[src/hw/rtl/stpr_pkg.sv]
`timescale 1ns / 1ps
// ----------------------------------------------------------------------------
// stpr_pkg
// types and constants shared by the trapezoidal ramp core
// ----------------------------------------------------------------------------
package stpr_pkg;

    typedef enum logic [1:0] {
        ACT_GOTO = 2'd0,
        ACT_STOP = 2'd1,
        ACT_TICK = 2'd2,
        ACT_STEP = 2'd3
    } action_t;

    typedef enum logic [3:0] {
        PH_STOP   = 4'b0001,
        PH_ACCEL  = 4'b0010,
        PH_CRUISE = 4'b0100,
        PH_BRAKE  = 4'b1000
    } phase_t;

    typedef enum logic [1:0] {
        REG_SLOWEST = 2'd0,
        REG_FASTEST = 2'd1,
        REG_DELTA   = 2'd2,
        REG_CURRENT = 2'd3
    } reg_idx_t;

    localparam logic [1:0]  PHASE_CODE_STOP   = 2'd0;
    localparam logic [1:0]  PHASE_CODE_ACCEL  = 2'd1;
    localparam logic [1:0]  PHASE_CODE_CRUISE = 2'd2;
    localparam logic [1:0]  PHASE_CODE_BRAKE  = 2'd3;

    localparam logic [11:0] HOLD_CURRENT      = 12'd64;
    localparam logic [15:0] SLOWEST_RESET     = 16'd1000;
    localparam logic [15:0] FASTEST_RESET     = 16'd200;
    localparam logic [15:0] DELTA_RESET       = 16'd10;
    localparam logic [11:0] CURRENT_RESET     = 12'd1000;

    typedef struct packed {
        logic [15:0] slowest_period;
        logic [15:0] fastest_period;
        logic [15:0] ramp_delta;
        logic [11:0] run_current;
    } cfg_t;

    typedef struct packed {
        logic [15:0] step_period;
        logic        step_clock_on;
        logic [11:0] drive_current;
        logic        turn_direction;
        logic [1:0]  phase;
        logic        move_done;
    } result_t;

    function automatic logic [1:0] phase_code(input phase_t ph);
        logic [1:0] code;
        code = PHASE_CODE_STOP;
        unique case (ph)
            PH_STOP:   code = PHASE_CODE_STOP;
            PH_ACCEL:  code = PHASE_CODE_ACCEL;
            PH_CRUISE: code = PHASE_CODE_CRUISE;
            PH_BRAKE:  code = PHASE_CODE_BRAKE;
            default:   code = PHASE_CODE_STOP;
        endcase
        return code;
    endfunction

endpackage

[src/hw/rtl/stepper_trapezoid_ramp_core.sv]
`timescale 1ns / 1ps
// an accepted item is held in the input register, and its result is then registered in the result register
// throughput: one item per cycle while res_stall does not hold the result register, set by
//   the single-pass update between the input register and the result register
// the result register holds a finished item while the input register takes the next
// reset: asynchronous active-low; move stopped, period 1000, current 64, registers at defaults
// ----------------------------------------------------------------------------
// stepper_trapezoid_ramp_core
// trapezoidal speed ramp for a stepper drive, top level
// ----------------------------------------------------------------------------
module stepper_trapezoid_ramp_core
    import stpr_pkg::*;
#(
    parameter int COUNT_WIDTH = 16
)
(
    input  logic        clk,
    input  logic        rst_n,
    input  logic        psel,
    input  logic        penable,
    input  logic        pwrite,
    input  logic [3:0]  paddr,
    input  logic [31:0] pwdata,
    output logic [31:0] prdata,
    output logic        pready,
    input  logic        cmd_valid,
    output logic        cmd_stall,
    input  logic [1:0]  action,
    input  logic [15:0] step_count,
    input  logic        direction,
    output logic        res_valid,
    input  logic        res_stall,
    output logic [15:0] step_period,
    output logic        step_clock_on,
    output logic [11:0] drive_current,
    output logic        turn_direction,
    output logic [1:0]  phase,
    output logic        move_done
);

    cfg_t        cfg;
    result_t     result;
    result_t     res_reg;
    logic        res_valid_reg;
    logic        in_valid_reg;
    logic [1:0]  action_reg;
    logic [15:0] count_reg;
    logic        dir_reg;
    logic        advance;
    logic        cmd_take;

    assign advance   = in_valid_reg && (!res_valid_reg || !res_stall);
    assign cmd_stall = in_valid_reg && !advance;
    assign cmd_take  = cmd_valid && !cmd_stall;

    stpr_cfg u_cfg (
        .clk     (clk),
        .rst_n   (rst_n),
        .psel    (psel),
        .penable (penable),
        .pwrite  (pwrite),
        .paddr   (paddr),
        .pwdata  (pwdata),
        .prdata  (prdata),
        .pready  (pready),
        .cfg     (cfg)
    );

    stpr_ctrl #(
        .COUNT_WIDTH (COUNT_WIDTH)
    ) u_ctrl (
        .clk        (clk),
        .rst_n      (rst_n),
        .item_en    (advance),
        .action     (action_reg),
        .step_count (count_reg),
        .direction  (dir_reg),
        .cfg        (cfg),
        .result     (result)
    );

    always_ff @(posedge clk or negedge rst_n)
    begin
        if (!rst_n)
        begin
            in_valid_reg  <= 1'b0;
            res_valid_reg <= 1'b0;
        end
        else
        begin
            if (cmd_take)
            begin
                in_valid_reg <= 1'b1;
            end
            else if (advance)
            begin
                in_valid_reg <= 1'b0;
            end
            if (advance)
            begin
                res_valid_reg <= 1'b1;
            end
            else if (res_valid_reg && !res_stall)
            begin
                res_valid_reg <= 1'b0;
            end
        end
    end

    always_ff @(posedge clk)
    begin
        if (cmd_take)
        begin
            action_reg <= action;
            count_reg  <= step_count;
            dir_reg    <= direction;
        end
        if (advance)
        begin
            res_reg <= result;
        end
    end

    assign res_valid      = res_valid_reg;
    assign step_period    = res_reg.step_period;
    assign step_clock_on  = res_reg.step_clock_on;
    assign drive_current  = res_reg.drive_current;
    assign turn_direction = res_reg.turn_direction;
    assign phase          = res_reg.phase;
    assign move_done      = res_reg.move_done;

    // an item only moves on when the result register is free or being emptied
    a_advance_room: assert property (@(posedge clk) disable iff (!rst_n)
        advance |-> (!res_valid_reg || !res_stall))
        else $error("item overwrote a waiting result");

    a_stall_full: assert property (@(posedge clk) disable iff (!rst_n)
        cmd_stall |-> (in_valid_reg && res_valid_reg))
        else $error("command stalled with room available");

    a_result_held: assert property (@(posedge clk) disable iff (!rst_n)
        (res_valid_reg && res_stall) |=> (res_valid_reg && $stable(res_reg)))
        else $error("stalled result lost");

endmodule

[src/hw/rtl/stpr_cfg.sv]
`timescale 1ns / 1ps
// ----------------------------------------------------------------------------
// stpr_cfg
// apb register file holding the ramp settings
// ----------------------------------------------------------------------------
module stpr_cfg
    import stpr_pkg::*;
(
    input  logic        clk,
    input  logic        rst_n,
    input  logic        psel,
    input  logic        penable,
    input  logic        pwrite,
    input  logic [3:0]  paddr,
    input  logic [31:0] pwdata,
    output logic [31:0] prdata,
    output logic        pready,
    output cfg_t        cfg
);

    cfg_t     cfg_reg;
    cfg_t     cfg_next;
    reg_idx_t idx;
    logic     wr_en;

    assign pready = 1'b1;
    assign idx    = reg_idx_t'(paddr[3:2]);
    assign wr_en  = psel && penable && pwrite;
    assign cfg    = cfg_reg;

    always_comb
    begin
        cfg_next = cfg_reg;
        if (wr_en)
        begin
            unique case (idx)
                REG_SLOWEST: cfg_next.slowest_period = pwdata[15:0];
                REG_FASTEST: cfg_next.fastest_period = pwdata[15:0];
                REG_DELTA:   cfg_next.ramp_delta     = pwdata[15:0];
                REG_CURRENT: cfg_next.run_current    = pwdata[11:0];
                default:     cfg_next = cfg_reg;
            endcase
        end
    end

    always_comb
    begin
        unique case (idx)
            REG_SLOWEST: prdata = 32'(cfg_reg.slowest_period);
            REG_FASTEST: prdata = 32'(cfg_reg.fastest_period);
            REG_DELTA:   prdata = 32'(cfg_reg.ramp_delta);
            REG_CURRENT: prdata = 32'(cfg_reg.run_current);
            default:     prdata = 32'd0;
        endcase
    end

    always_ff @(posedge clk or negedge rst_n)
    begin
        if (!rst_n)
        begin
            cfg_reg.slowest_period <= SLOWEST_RESET;
            cfg_reg.fastest_period <= FASTEST_RESET;
            cfg_reg.ramp_delta     <= DELTA_RESET;
            cfg_reg.run_current    <= CURRENT_RESET;
        end
        else
        begin
            cfg_reg <= cfg_next;
        end
    end

endmodule

[src/hw/rtl/stpr_ctrl.sv]
`timescale 1ns / 1ps
// ----------------------------------------------------------------------------
// stpr_ctrl
// move state and single-pass next-state logic for one item
// ----------------------------------------------------------------------------
module stpr_ctrl
    import stpr_pkg::*;
#(
    parameter int COUNT_WIDTH = 16
)
(
    input  logic        clk,
    input  logic        rst_n,
    input  logic        item_en,
    input  logic [1:0]  action,
    input  logic [15:0] step_count,
    input  logic        direction,
    input  cfg_t        cfg,
    output result_t     result
);

    localparam int LEN_WIDTH = COUNT_WIDTH + 3;
    localparam logic [COUNT_WIDTH-1:0]      CNT_ONE   = COUNT_WIDTH'(1);
    localparam logic signed [LEN_WIDTH-1:0] LEN_THREE = LEN_WIDTH'(3);

    phase_t                  phase_reg,  phase_next;
    logic [15:0]             period_reg, period_next;
    logic [COUNT_WIDTH-1:0]  target_reg, target_next;
    logic [COUNT_WIDTH-1:0]  moved_reg,  moved_next;
    logic [COUNT_WIDTH-1:0]  cruise_reg, cruise_next;
    logic [COUNT_WIDTH-1:0]  clen_reg,   clen_next;
    logic                    ramp_reg,   ramp_next;
    logic                    clock_reg,  clock_next;
    logic                    dir_reg,    dir_next;
    logic [11:0]             current_reg, current_next;
    logic                    done;

    logic [COUNT_WIDTH-1:0]      count_w;
    logic [15:0]                 dec_period;
    logic [16:0]                 inc_period;
    logic signed [LEN_WIDTH-1:0] len_w;

    assign count_w    = COUNT_WIDTH'(step_count);
    assign dec_period = (period_reg > cfg.ramp_delta) ? (period_reg - cfg.ramp_delta) : 16'd0;
    assign inc_period = {1'b0, period_reg} + {1'b0, cfg.ramp_delta};
    // target_last + 1 - 2 * (moved + 2)
    assign len_w      = $signed({3'b000, target_reg}) - $signed({2'b00, moved_reg, 1'b0})
                        - LEN_THREE;

    always_comb
    begin
        phase_next   = phase_reg;
        period_next  = period_reg;
        target_next  = target_reg;
        moved_next   = moved_reg;
        cruise_next  = cruise_reg;
        clen_next    = clen_reg;
        ramp_next    = ramp_reg;
        clock_next   = clock_reg;
        dir_next     = dir_reg;
        current_next = current_reg;
        done         = 1'b0;

        unique case (action_t'(action))
            ACT_GOTO:
            begin
                target_next  = count_w - CNT_ONE;
                dir_next     = direction;
                moved_next   = '0;
                cruise_next  = '0;
                current_next = cfg.run_current;
                period_next  = cfg.slowest_period;
                phase_next   = PH_ACCEL;
                ramp_next    = 1'b1;
                clock_next   = 1'b1;
            end
            ACT_STOP:
            begin
                done         = (phase_reg != PH_STOP);
                clock_next   = 1'b0;
                ramp_next    = 1'b0;
                current_next = HOLD_CURRENT;
                phase_next   = PH_STOP;
            end
            ACT_TICK:
            begin
                if (ramp_reg && phase_reg == PH_ACCEL)
                begin
                    if (dec_period <= cfg.fastest_period)
                    begin
                        cruise_next = '0;
                        period_next = cfg.fastest_period;
                        if (len_w[LEN_WIDTH-1])
                        begin
                            clen_next  = '0;
                            phase_next = PH_BRAKE;
                            ramp_next  = 1'b1;
                        end
                        else
                        begin
                            clen_next  = len_w[COUNT_WIDTH-1:0];
                            phase_next = PH_CRUISE;
                            ramp_next  = 1'b0;
                        end
                    end
                    else
                    begin
                        period_next = dec_period;
                    end
                end
                else if (ramp_reg && phase_reg == PH_BRAKE)
                begin
                    if (inc_period >= {1'b0, cfg.slowest_period})
                    begin
                        period_next = cfg.slowest_period;
                        ramp_next   = 1'b0;
                    end
                    else
                    begin
                        period_next = inc_period[15:0];
                    end
                end
            end
            ACT_STEP:
            begin
                if (clock_reg)
                begin
                    if (moved_reg >= target_reg)
                    begin
                        moved_next = '0;
                        if (phase_reg == PH_BRAKE)
                        begin
                            clock_next   = 1'b0;
                            ramp_next    = 1'b0;
                            current_next = HOLD_CURRENT;
                            phase_next   = PH_STOP;
                            cruise_next  = '0;
                            done         = 1'b1;
                        end
                    end
                    else
                    begin
                        moved_next = moved_reg + CNT_ONE;
                    end
                    if (phase_reg == PH_CRUISE)
                    begin
                        if (cruise_reg >= clen_reg)
                        begin
                            phase_next = PH_BRAKE;
                            ramp_next  = 1'b1;
                        end
                        else
                        begin
                            cruise_next = cruise_reg + CNT_ONE;
                        end
                    end
                end
            end
            default:
            begin
                done = 1'b0;
            end
        endcase
    end

    always_comb
    begin
        result.step_period    = period_next;
        result.step_clock_on  = clock_next;
        result.drive_current  = current_next;
        result.turn_direction = dir_next;
        result.phase          = phase_code(phase_next);
        result.move_done      = done;
    end

    always_ff @(posedge clk or negedge rst_n)
    begin
        if (!rst_n)
        begin
            phase_reg   <= PH_STOP;
            period_reg  <= SLOWEST_RESET;
            target_reg  <= '0;
            moved_reg   <= '0;
            cruise_reg  <= '0;
            clen_reg    <= '0;
            ramp_reg    <= 1'b0;
            clock_reg   <= 1'b0;
            dir_reg     <= 1'b0;
            current_reg <= HOLD_CURRENT;
        end
        else if (item_en)
        begin
            phase_reg   <= phase_next;
            period_reg  <= period_next;
            target_reg  <= target_next;
            moved_reg   <= moved_next;
            cruise_reg  <= cruise_next;
            clen_reg    <= clen_next;
            ramp_reg    <= ramp_next;
            clock_reg   <= clock_next;
            dir_reg     <= dir_next;
            current_reg <= current_next;
        end
    end

    // step clock runs exactly while a move is in progress
    a_clock_phase: assert property (@(posedge clk) disable iff (!rst_n)
        clock_reg == (phase_reg != PH_STOP))
        else $error("step clock and phase disagree");

    a_accel_ramp: assert property (@(posedge clk) disable iff (!rst_n)
        (phase_reg == PH_ACCEL) |-> ramp_reg)
        else $error("accelerating with ramp off");

    a_ramp_phase: assert property (@(posedge clk) disable iff (!rst_n)
        ramp_reg |-> (phase_reg == PH_ACCEL || phase_reg == PH_BRAKE))
        else $error("ramp running outside accelerate or brake");

    a_hold_current: assert property (@(posedge clk) disable iff (!rst_n)
        (phase_reg == PH_STOP) |-> (current_reg == HOLD_CURRENT))
        else $error("stopped without holding current");

endmodule

[config.mk]
export PLATFORM = sky130hd
export DESIGN_NAME = stepper_trapezoid_ramp_core
export DESIGN_NICKNAME = d
export VERILOG_FILES = /design/src/hw/rtl/stpr_pkg.sv /design/src/hw/rtl/stepper_trapezoid_ramp_core.sv /design/src/hw/rtl/stpr_cfg.sv /design/src/hw/rtl/stpr_ctrl.sv
export SDC_FILE = /design/constraint.sdc
export NUM_CORES = 1
export LEC_CHECK = 0
export BUFFER_PORTS_ARGS = -buffer_cell sky130_fd_sc_hd__buf_2
export CAP_MARGIN = 5
export CORE_ASPECT_RATIO = 1.1
export CORE_MARGIN = 1.5
export CORE_UTILIZATION = 55
export DETAILED_ROUTE_END_ITERATION = 8
export HOLD_SLACK_MARGIN = 0.02
export MAX_ROUTING_LAYER = met4
export PLACE_DENSITY = 0.73
export SKIP_LAST_GASP = 1
export SYNTH_ARGS = -nofsm -noshare
export SYNTH_HDL_FRONTEND = slang
export SYNTH_SLANG_ARGS = --single-unit
[constraint.sdc]
create_clock -name clk -period 12.02 [get_ports clk]
set_input_delay 1.202 -clock clk [delete_from_list [all_inputs] [get_ports clk]]
set_output_delay 1.202 -clock clk [all_outputs]
set_load 0.02 [all_outputs]
==> metrics.md <==
| Metric | Value |
|---|---|
| Status | completed |
| Worst hold slack across all endpoints | ~480 ps |
| Core box area | approximately 0.025 mm^2 |
| Weighted congestion at the end of routability-driven global placement | around 0.92 |
| Most frequent cells in the layout | sky130_fd_sc_hd__o21ai_0 (158), sky130_fd_sc_hd__nand2_1 (153), sky130_fd_sc_hd__dfrtp_1 (136) |
| FF-to-FF Start | u_cfg.cfg[12] |
| PnR Total Power | about 3.3 mW |
| Worst R2R End | step_period[0] |
| Die height | ~170 um |
| Number of CTS-inserted buffers | 25 |
| Worst setup skew after layout | roughly 15 ps |
| Setup repair after global routing missed its margin | false |
| Antenna violations before repair | 1 |
| Number of optimization iterations in the first detailed-route pass | 6 |
| Delay of the slowest cell on the worst path | about 860 ps |
| Via count of the first global-routing pass | approximately 11000 |
| Maximum number of pins on one net before global-route repair | slightly below 100 |
| CP arrival | between 6000 and 7000 ps |
| Leading cell type in the layout, fill and taps excluded | sky130_fd_sc_hd__o21ai_0 |
| Hold EP | u_ctrl.clen_reg[9] |
| Vias post-DR | approximately 12000 |
| Final standard cell count with taps included and fillers excluded | 2000 |
| Hold Crit Depth | 2 |
| Startpoint Class | flop |
| Share of the yosys chip area belonging to registers | 0.3940 |
| Total global routing track utilization | 0.2912 |
| Number of distinct library cells after synthesis | 78 |
| Final net count | approximately 1800 |
| Via-per-instance ratio | between 5 and 6 |
| Number of gates resized after CTS | 0 |
| Clock tree from TritonCTS | yes |
| Time the final worst path needs with I/O delays and setup | between 6000 and 7000 ps |
| Antenna Violating Nets Remaining | 0 |
| Postcts setup bufs | 0 |
| Worst Max-Slew Pin Slew | roughly 1100 ps |
| Final setup TNS | 0 ps |
| Cells along the critical path | ha_1, inv_1, fa_1, a21o_1, a21oi_1, o21a_1, o21a_1, o21ba_2, nor2_1, and3_1, ha_1, nand2_1, nor4_1, o21ai_0, nand4_1, and2_1, nor2b_1, and2_1, nor2_1, o221ai_1, a21boi_1 |
| Number of maximum-capacitance violations | 0 |
| Worst-case headroom to the max-slew limit | 0.2697 |
| Share of flip-flops with an asynchronous set or reset after synthesis | 0.7559 |
| Fraction of post-synthesis cell area in the top cell type by area | 0.2385 |
| Launching instance or port of the critical path | u_cfg.cfg[12] |
| Final setup viols | 0 |
| Maximum clock insertion buffer count | 3 |
| Endpoint type of the worst setup path | flop |
| Worst Setup Path Type | reg2reg |
| Half-perimeter wire length of the detailed placement result | between 20 and 30 mm |
| Signed area change from the synthesized netlist to the final layout | 10.89% |
| Worst VDD drop | between 0.1 and 0.15 mV |
| Largest delay contributor family on the critical path | simple AND/OR/NAND/NOR gates |
| Max H-tree Level | 1 |
| Dominant cell type by area after synthesis | sky130_fd_sc_hd__dfrtp_1 |
| Synthesis-stage register bit count | 213 |
| Number of clock sinks | between 200 and 250 |
| Reg clk slew, reported paths | around 60 ps |
| Source-to-sink clock delay at the later pin of the worst-skew pair | 550 ps |
| Hold Crit Class | reg2reg |
| Post-CTS Hold Buffers | 0 |
| Max-slew violation count | 0 |
| Horizontal die dimension | approximately 160 um |
| Area of the mapped netlist | between 0.01 and 0.015 mm^2 |
| Max FFs per register | 60 |
| Most common flop cell mapped by yosys | sky130_fd_sc_hd__dfrtp_1 |
| First-pass GRT wire length | between 50 and 60 mm |
| Count of mapped cells out of synthesis | roughly 1600 |
| Effective utilization at floorplan | 0.5615 |
| DR DRC count | 0 |
| Count of cells along the worst register-to-register path | 21 |
| Period utilisation layout | 0.5264 |
| Syn_area_per_cell | a little over 9 um^2 |
| Leakage component of the power | around 7 nW |
| Power per cell area | 210.9 mW/mm^2 |
| Number of top-level pins | 130 |
| Placed cell count | approximately 2000 |
| Hold Crit Start | u_ctrl.clen_reg[9] |
| Dominant cells by area after synthesis | sky130_fd_sc_hd__dfrtp_1 (24%), sky130_fd_sc_hd__edfxtp_1 (11%), sky130_fd_sc_hd__ha_1 (10%), sky130_fd_sc_hd__o21ai_0 (5.5%), sky130_fd_sc_hd__dfstp_2 (4.6%) |
| FF-to-FF setup slack | around 5700 ps |
| Max stage delay cell, worst path | sky130_fd_sc_hd__nor2b_1 |
| Post-Route WL | 37.31 mm |
| Area enclosed by the die boundary | 0.02692 mm^2 |
| Crit-path max FO | 10 |
| Number of core rows | ~60 |
| Root cell of the clock tree | sky130_fd_sc_hd__clkbuf_16 |
| Total congestion overflow | 0 |
| Final cell utilization of the core | 0.6226 |
| Number of enable flip-flop cells after synthesis | between 50 and 60 |
| Hold Violations, Final | 0 |
| Number of buffers added on ports | 94 |
| Achievable Freq | approximately 0.16 GHz |
| Drt initial violations | 887 |
| Wirelength per Cell | between 15 and 20 um |
| Bufs and invs on worst path | 1 |
| Syn. warnings | 0 |
| Data required time of the worst path | approximately 12000 ps |
| Share of final-layout standard cells stronger than drive strength 1 | 0.1364 |
[cell usage after synthesis (18+ instances only)]
cell type and instances:
sky130_fd_sc_hd__a21o_1 26, sky130_fd_sc_hd__dfrtp_1 136, sky130_fd_sc_hd__ha_1 115, sky130_fd_sc_hd__o31ai_1 20, sky130_fd_sc_hd__edfxtp_1 52, sky130_fd_sc_hd__nand2_1 153, sky130_fd_sc_hd__nor2_1 118, sky130_fd_sc_hd__inv_1 133
sky130_fd_sc_hd__dfstp_2 25, sky130_fd_sc_hd__o21ai_0 158, sky130_fd_sc_hd__and3_1 22, sky130_fd_sc_hd__mux2_2 21, sky130_fd_sc_hd__nand3_1 23, sky130_fd_sc_hd__clkbuf_1 55, sky130_fd_sc_hd__a21oi_1 75, sky130_fd_sc_hd__a22o_1 23
sky130_fd_sc_hd__xnor2_1 50, sky130_fd_sc_hd__nor3_1 34, sky130_fd_sc_hd__nand2b_1 18
[cell type report]
type                    count  area, um^2
fillers                  2172        9592
multi-input cells        1149        7834
flip-flops and latches    213        5622
clock buffers              34       699.4
repair buffers            107       574.3
inverters                 135       506.7
well taps                 346       432.9
clock inverters            12       145.1
diodes                      4       10.01
[layer usage]
| layer | part of all wire | track usage | vias up |
|---|---|---|---|
| met1 | 0.46 | 0.4167 | 5613 |
| met2 | 0.43 | 0.4332 | 437 |
| met4 | 0.021 | 0.06708 | 0 |
| met5 | 0 | - | - |
| li1 | - | - | 5700 |
| met3 | 0.081 | 0.05038 | 64 |
[cells by family after synthesis]
kind of cell	count (synthesis)	share of synthesized area
flops	213	0.3939
mux	46	0.04463
simple gates	462	0.1527
buf+inv	217	0.06225
compound gates	441	0.2011
xor+xnor	65	0.03990
fa+ha+maj	118	0.1050
other cells	2	0.0005263
[worst reg2reg max path, delay by kind of cell, from the launching register on]
family	cells	cell delay, ps
simple gates	9	3460
compound gates	8	1570
fa+ha+maj	3	640
flops	1	430
buf+inv	1	90
[where the power goes]
group | switching [mW] | internal (mW) | total, mW
clock network | 0.311 | 0.472 | 0.782
logic | 0.914 | 0.613 | 1.53
registers | 0.127 | 0.900 | 1.03
[worst max path at each step]
stage                                end  slack (ps)  cells after the start
floorplan           u_ctrl.period_reg[4]        7310                     21
global placement          step_period[8]        5970                     22
detailed placement        step_period[0]        5900                     19
CTS                      step_period[12]        5860                     21
global route             step_period[12]        5450                     21
finish                    step_period[0]        5690                     21
[through the flow]
stage | instance area, um^2 | setup slack [ps]
after CTS | 15810 | 5860
final | 15820 | 5693
after global routing | 15820 | 5454
after global placement | 14970 | 5975
after detailed placement | 14970 | 5904
after floorplan | 14330 | 7308
No activity file was read; power rests on OpenSTA's default activity.
